[config.mk]
export PLATFORM = sky130hd
export DESIGN_NAME = graph_reachability_check
export DESIGN_NICKNAME = d
export VERILOG_FILES = /design/src/grc_pkg.sv /design/src/graph_reachability_check.sv
export VERILOG_INCLUDE_DIRS = /design/src /design/src/src
export SDC_FILE = /design/constraint.sdc
export NUM_CORES = 2
export LEC_CHECK = 0
export ABC_CLOCK_PERIOD_IN_PS = 10300
export BUFFER_PORTS_ARGS = -buffer_cell sky130_fd_sc_hd__buf_2
export CAP_MARGIN = 20
export CORE_UTILIZATION = 30
export DETAILED_ROUTE_END_ITERATION = 8
export PLACE_DENSITY = 0.44
export SLEW_MARGIN = 15
export SYNTH_ARGS = -nofsm -noshare
export SYNTH_HDL_FRONTEND = slang
export SYNTH_SLANG_ARGS = --single-unit
export TNS_END_PERCENT = 30
[constraint.sdc]
create_clock -name aclk -period 10.3 [get_ports aclk]
set_input_delay 3.09 -clock aclk [delete_from_list [all_inputs] [get_ports aclk]]
set_output_delay 3.09 -clock aclk [all_outputs]
set_load 0.1 [all_outputs]
[src/graph_reachability_check_defines.svh]
// ----------------------------------------------------------------------------
// graph reachability check assertion macros
// shared property wrappers for the reachability block, clocked on aclk and
// disabled while aresetn is low
// ----------------------------------------------------------------------------
`ifndef GRAPH_REACHABILITY_CHECK_DEFINES_SVH
`define GRAPH_REACHABILITY_CHECK_DEFINES_SVH

// same-cycle implication
`define GRC_ASSERT_SAME(lbl, ante, cons, msg) \
    lbl: assert property (@(posedge aclk) disable iff (!aresetn) (ante) |-> (cons)) \
        else $error(msg);

// next-cycle implication
`define GRC_ASSERT_NEXT(lbl, ante, cons, msg) \
    lbl: assert property (@(posedge aclk) disable iff (!aresetn) (ante) |=> (cons)) \
        else $error(msg);

`endif

[src/grc_pkg.sv]
// ----------------------------------------------------------------------------
// grc_pkg
// item codes and verdict codes for the graph reachability check
// ----------------------------------------------------------------------------
`default_nettype none

package grc_pkg;

    typedef logic [1:0] op_t;
    typedef logic [1:0] verdict_t;

    localparam op_t OP_WR_COMPAT   = 2'd0;
    localparam op_t OP_WR_INCOMPAT = 2'd1;
    localparam op_t OP_QUERY       = 2'd2;

    localparam verdict_t V_SAME    = 2'd0;
    localparam verdict_t V_DIRECT  = 2'd1;
    localparam verdict_t V_REACH   = 2'd2;
    localparam verdict_t V_NOROUTE = 2'd3;

    localparam int NODE_ID_W = 5;
    localparam int MASK_W    = 32;

endpackage

`default_nettype wire

[src/graph_reachability_check.sv]
// ----------------------------------------------------------------------------
// graph_reachability_check
// holds a compatible-edge matrix and an incompatibility matrix over a set of
// nodes and answers source/target queries by growing a visited set
// ----------------------------------------------------------------------------
// usage
//   s_ channel takes one item per handshake: write compatible row, write
//   incompatible row, or query a source/target pair. writes finish in the
//   cycle they are accepted and give no result. a query gives one verdict item
//   on the m_ channel.
//   a query takes a check step, which settles same-node, out-of-range and
//   directly incompatible pairs at once; other queries go on to expansion
//   passes of the visited set (at most min(NUM_NODES,32) passes, stopping
//   early once the set no longer grows). each query ends with a load of the
//   output register. the single expansion unit ORs the rows of all visited
//   nodes each pass. s_tready is low while a query is in progress; a write
//   does not drop it.
//   a finished verdict sits in the output register until taken; a new item is
//   accepted meanwhile, and a following query waits in its last cycle if the
//   receiver still stalls on the previous verdict.
//   reset (aresetn low, synchronous) clears both matrices to no edges and
//   drops any pending item.
// ----------------------------------------------------------------------------
`default_nettype none

module graph_reachability_check
    import grc_pkg::*;
#(
    parameter int NUM_NODES = 32
) (
    input  wire logic        aclk,
    input  wire logic        aresetn,
    input  wire logic        s_tvalid,
    output logic             s_tready,
    // op[1:0], first_licence[6:2], second_licence[11:7], row_mask[43:12]
    input  wire logic [47:0] s_tdata,
    output logic             m_tvalid,
    input  wire logic        m_tready,
    // verdict[1:0]
    output logic [7:0]       m_tdata
);

    // at most the 32 nodes that the index fields can name are stored (ROW_W rows)
    localparam int ROW_W = (NUM_NODES < MASK_W) ? NUM_NODES : MASK_W;
    localparam int IDX_W = $clog2(ROW_W);
    localparam logic [NODE_ID_W:0] NODE_LIM = (NODE_ID_W + 1)'(ROW_W);
    localparam logic [IDX_W-1:0]   PASS_LAST = IDX_W'(ROW_W - 1);

    typedef enum logic [3:0] {
        S_IDLE   = 4'b0001,
        S_CHECK  = 4'b0010,
        S_EXPAND = 4'b0100,
        S_OUT    = 4'b1000
    } state_t;

    op_t                  in_op;
    logic [NODE_ID_W-1:0] in_first;
    logic [NODE_ID_W-1:0] in_second;
    logic [MASK_W-1:0]    in_mask;
    logic                 in_row_ok;
    logic                 in_fire;

    state_t               state_reg, state_next;
    logic [NODE_ID_W-1:0] src_reg, src_next;
    logic [NODE_ID_W-1:0] dst_reg, dst_next;
    logic [ROW_W-1:0]     set_reg, set_next;
    logic [IDX_W-1:0]     pass_reg, pass_next;
    verdict_t             res_reg, res_next;
    verdict_t             verdict_reg, verdict_next;
    logic                 m_valid_reg, m_valid_next;

    logic [ROW_W-1:0]     compat_rows_reg [ROW_W];
    logic [ROW_W-1:0]     incompat_rows_reg [ROW_W];

    logic [IDX_W-1:0]     src_idx;
    logic [IDX_W-1:0]     dst_idx;
    logic                 src_ok;
    logic                 dst_ok;
    logic [ROW_W-1:0]     expand_set;
    logic                 out_free;

    assign in_op     = s_tdata[1:0];
    assign in_first  = s_tdata[6:2];
    assign in_second = s_tdata[11:7];
    assign in_mask   = s_tdata[43:12];
    assign in_row_ok = {1'b0, in_first} < NODE_LIM;

    assign s_tready = (state_reg == S_IDLE);
    assign in_fire  = s_tvalid && s_tready;

    assign m_tvalid = m_valid_reg;
    assign m_tdata  = {6'b0, verdict_reg};

    assign src_idx = src_reg[IDX_W-1:0];
    assign dst_idx = dst_reg[IDX_W-1:0];
    assign src_ok  = {1'b0, src_reg} < NODE_LIM;
    assign dst_ok  = {1'b0, dst_reg} < NODE_LIM;

    assign out_free = !m_valid_reg || m_tready;

    // one pass of the shared expansion unit: OR in the row of every visited node
    always_comb begin
        expand_set = set_reg;
        for (int i = 0; i < ROW_W; i++) begin
            if (set_reg[i]) begin
                expand_set = expand_set | compat_rows_reg[i];
            end
        end
    end

    always_comb begin
        state_next   = state_reg;
        src_next     = src_reg;
        dst_next     = dst_reg;
        set_next     = set_reg;
        pass_next    = pass_reg;
        res_next     = res_reg;
        verdict_next = verdict_reg;
        m_valid_next = m_valid_reg;

        if (m_tready) begin
            m_valid_next = 1'b0;
        end

        case (state_reg)
            S_IDLE: begin
                if (in_fire && in_op == OP_QUERY) begin
                    src_next   = in_first;
                    dst_next   = in_second;
                    state_next = S_CHECK;
                end
            end
            S_CHECK: begin
                if (src_reg == dst_reg) begin
                    res_next   = V_SAME;
                    state_next = S_OUT;
                end else if (!src_ok || !dst_ok) begin
                    res_next   = V_NOROUTE;
                    state_next = S_OUT;
                end else if (incompat_rows_reg[src_idx][dst_idx]) begin
                    res_next   = V_DIRECT;
                    state_next = S_OUT;
                end else begin
                    set_next   = {{(ROW_W-1){1'b0}}, 1'b1} << src_idx;
                    pass_next  = '0;
                    state_next = S_EXPAND;
                end
            end
            S_EXPAND: begin
                set_next  = expand_set;
                pass_next = pass_reg + 1'b1;
                if (expand_set == set_reg || pass_reg == PASS_LAST) begin
                    res_next   = expand_set[dst_idx] ? V_REACH : V_NOROUTE;
                    state_next = S_OUT;
                end
            end
            S_OUT: begin
                if (out_free) begin
                    verdict_next = res_reg;
                    m_valid_next = 1'b1;
                    state_next   = S_IDLE;
                end
            end
            default: begin
                state_next = S_IDLE;
            end
        endcase
    end

    always_ff @(posedge aclk) begin
        if (!aresetn) begin
            state_reg   <= S_IDLE;
            m_valid_reg <= 1'b0;
        end else begin
            state_reg   <= state_next;
            m_valid_reg <= m_valid_next;
        end
        src_reg     <= src_next;
        dst_reg     <= dst_next;
        set_reg     <= set_next;
        pass_reg    <= pass_next;
        res_reg     <= res_next;
        verdict_reg <= verdict_next;
    end

    // row writes land in the cycle the item is accepted
    always_ff @(posedge aclk) begin
        if (!aresetn) begin
            for (int i = 0; i < ROW_W; i++) begin
                compat_rows_reg[i]   <= '0;
                incompat_rows_reg[i] <= '0;
            end
        end else if (in_fire && in_row_ok) begin
            if (in_op == OP_WR_COMPAT) begin
                compat_rows_reg[in_first[IDX_W-1:0]] <= in_mask[ROW_W-1:0];
            end else if (in_op == OP_WR_INCOMPAT) begin
                incompat_rows_reg[in_first[IDX_W-1:0]] <= in_mask[ROW_W-1:0];
            end
        end
    end

`include "graph_reachability_check_defines.svh"

    `GRC_ASSERT_SAME(a_src_visited, state_reg == S_EXPAND, set_reg[src_idx], "source left visited set")
    `GRC_ASSERT_NEXT(a_set_grows, state_reg == S_EXPAND && state_next == S_EXPAND, (set_reg & $past(set_reg)) == $past(set_reg), "visited set lost a node")
    `GRC_ASSERT_NEXT(a_query_check, in_fire && in_op == OP_QUERY, state_reg == S_CHECK, "accepted query did not start check")
    `GRC_ASSERT_NEXT(a_out_load, state_reg == S_OUT && out_free, m_valid_reg && verdict_reg == $past(res_reg), "verdict not loaded into output register")

endmodule

`default_nettype wire
==> qor.yml <==
outcome: "finished clean"
drcViolationCount: 0
detail_route.iter0.violations: 7710
via_per_inst: 5.40
fin_crit_sh_pct: 69.6
synth_edf_count: 2067
dp_hpwl_mm: 206
synthFlopType: "edfxtp_1"
crit_required_ps: 10850
largest_register_ff_count: 1024
maxSlewViolCount: 0
synth_fa_ha_area_share_pct: 0.0270
syn_area_um2: 92700
fin_crit_ps: 7160
hold-worst-slack_ps: 441
numCtsBuffers: 236
yosysSeqAreaShare_pct: 67.2
synth_cells: 6444
crit_fanout: 39
crit_chain: "buf_6 -> nand2_1 -> nor3b_1 -> nor2b_1 -> nand3_2 -> o21ai_4 -> buf_4"
synth.distinct_cells: 80
p_int_w: 0.0145
syn_to_final_growth_pct: 14.0
io_buffers: 51
final_nets: 6401
p_total_w: 0.0196
routed_wl_mm: 371
dpl_worst_slack_ps: 2230
relSlewSlack_pct: 10.8
cts_tree: "done"
wl_per_cell_um: 34.8
pwr-share-comb_pct: 9.8
cap_violations: 0
ant_nets: 0
netlist.area_leader.share_pct: 67.0
synth-seq-cells: 2077
die_area_um2: 311000
synth_top_area_cell: "edfxtp_1"
fp.dieH_um: 558
p_leak_nw: 37.3
synth_top_family_by_area: "simple AND/OR/NAND/NOR gates"
rsz0062_at_grt: "false"
final-setup-viol-count: 0
placed_cells: 10200
initial_utilization_pct: 30.2
p_seq_share_pct: 49.5
cts_sinks: 2077
tightest_slew_ps: 1300
core_um2: 307000
rows: 203
synthMuxAreaShare_pct: 7.15
firstDrtPassIters: 6
ys_top_cells_by_area: "edfxtp_1, and2_1, mux4_2"
pwr_density_cell_nw_per_um2: 186
timing.final.ws_setup_ps: 3140
fin_worst_skew_ps: 92.6
gr-usage-all-layers_pct: 23.5
p_switching_w: 0.00507
fin_cells: 10700
ir_worst_vdd_mv: 0.134
p_sw_share_pct: 25.9
max_stage_delay_ps: 1160
gp_congestion: 0.830
timing.rr.end: "res_reg[0]$_DFFE_PP_"
min_path_type: "flip-flop to flip-flop"
fp.dieW_um: 558
cts_hold_buffers: 0
antenna_found_initial: 59
post-cts-setup-buffers: 0
grt-ovfl-total: 0
ctsResizeCount: 0
ys_async_sr_fraction_pct: 0
worstReg2RegStart: "set_reg[13]$_DFFE_PP_"
tns_ps: 0
clock_power_share_pct: 40.7
start_kind: "input port"
hold_depth: 0
synth_compound_gate_area_share_pct: 6.19
hold_path_end: "verdict_reg[1]$_DFFE_PP_"
h-tree-depth: 4
yosys_warnings: 0
avgSynthCellArea_um2: 14.4
critPathBufInv: 2
hp-start: "res_reg[1]$_SDFFCE_PP1P_"
final_layout_size_suffix_gt1_share_pct: 15.8
crit_arrival_ps: 7720
crit_family: "simple AND/OR/NAND/NOR gates"
synth-simple-area-share_pct: 16.4
rrSetupSlack_ps: 4640
reg2regPathDepth: 12
vias: 57600
max_freq_mhz: 140
cts_root_buffer: "clkbuf_16"
worst_skew_pair.late_latency_ps: 950
cp-end-kind: "flip-flop"
grt_pass1_vias: 55800
crit_type: "input port to flip-flop"
grt_max_degree: 94
pin_count: 62
cts_buffer_depth: 4
yosysMostFrequentCell: "edfxtp_1"
crit_slowest_cell: "o21ai_4"
grt_first_pass_wirelength_mm: 500
synthXorXnorAreaFrac_pct: 0.0661
clk_pin_slew_worst_paths_ps: 70
synth_commonest_cells: "edfxtp_1, and2_1, clkbuf_1"
hold_viol_final: 0
-- cell usage in the layout (no fill, tap or decap), types with 15 or more instances in the layout --
master	instances
a221oi_1	43
mux2i_1	73
buf_2	50
nand3_1	51
a21oi_1	76
nor2b_1	17
mux4_2	254
nand2_1	187
buf_4	255
nor2_1	44
o21ai_0	26
nor2_4	39
diode_2	36
a22oi_1	421
nor4_1	20
mux2_2	16
o21ai_4	64
clkinv_2	34
a22o_1	50
nand4_1	43
nor3_1	28
clkinv_1	56
edfxtp_1	2067
o22ai_1	15
nor2_2	25
clkbuf_1	73
clkbuf_16	239
and2_1	2025
-- metrics by stage --
| step | instance area [um^2] | util (%) |
|---|---|---|
| 3_3_place_gp | 98500 | 32.1 |
| 2_1_floorplan | 92700 | - |
| 6_report | 106000 | 34.5 |
| 3_5_place_dp | 98600 | 32.1 |
| 5_1_grt | 106000 | 34.5 |
| 4_1_cts | 106000 | 34.4 |
-- cells by family (layout without fill, tap and decap cells) --
logic type / Yosys count / after routing
buffers and inverters: 674 / 757
adders and majority gates: 2 / 2
muxes: 343 / 343
xor gates and xnor gates: 7 / 7
DFF: 2077 / 2077
AOI/OAI and AO/OA: 792 / 792
and+or+nand+nor: 2548 / 2548
other: 1 / 42
-- per-layer routing --
| metal | wire (um) | share of wire, % | track usage, % | vias to the layer above |
|---|---|---|---|---|
| met1 | 156000 | 42 | 32.6 | 30600 |
| met3 | 27700 | 7.5 | 3.07 | 580 |
| met5 | 23 | 0.0062 | 0 | - |
| met2 | 175000 | 47 | 38.3 | 2814 |
| li1 | - | - | - | 23600 |
| met4 | 12200 | 3.3 | 7.25 | 4 |
-- worst max-delay path by stage --
stage	startpoint	endpoint	slack, ps	depth (start not counted)
after floorplan	aresetn	compat_rows_reg[11][0]$_SDFFCE_PN0P_	3310	6
after global placement	aresetn	compat_rows_reg[15][2]$_SDFFCE_PN0P_	2210	7
after detailed placement	aresetn	compat_rows_reg[15][2]$_SDFFCE_PN0P_	2230	7
after CTS	aresetn	compat_rows_reg[15][4]$_SDFFCE_PN0P_	3200	7
after global routing	aresetn	compat_rows_reg[15][4]$_SDFFCE_PN0P_	3070	7
final	aresetn	compat_rows_reg[15][10]$_SDFFCE_PN0P_	3140	7
-- power by group through the flow --
stage | Clock, W | Sequential, W | Combinational [W]
2_1_floorplan | 0 | 0.00985 | 0.00103
3_3_place_gp | 0 | 0.00987 | 0.00192
3_5_place_dp | 0 | 0.00988 | 0.00192
4_1_cts | 0.00808 | 0.00971 | 0.00193
5_1_grt | 0.00838 | 0.00973 | 0.00198
6_report | 0.00798 | 0.00970 | 0.00192
-- area by class of cell --
| cell class | instances | area (um^2) |
|---|---|---|
| well taps | 4100 | 5130 |
| inverters | 20 | 75.1 |
| flip-flops and latches | 2077 | 62300 |
| diodes | 36 | 90.1 |
| clock inverters | 111 | 779 |
| fillers | 29600 | 201000 |
| repair buffers | 314 | 2310 |
| clock buffers | 312 | 6250 |
| multi-input cells | 3698 | 28800 |
(Power assumes the default switching activity.)
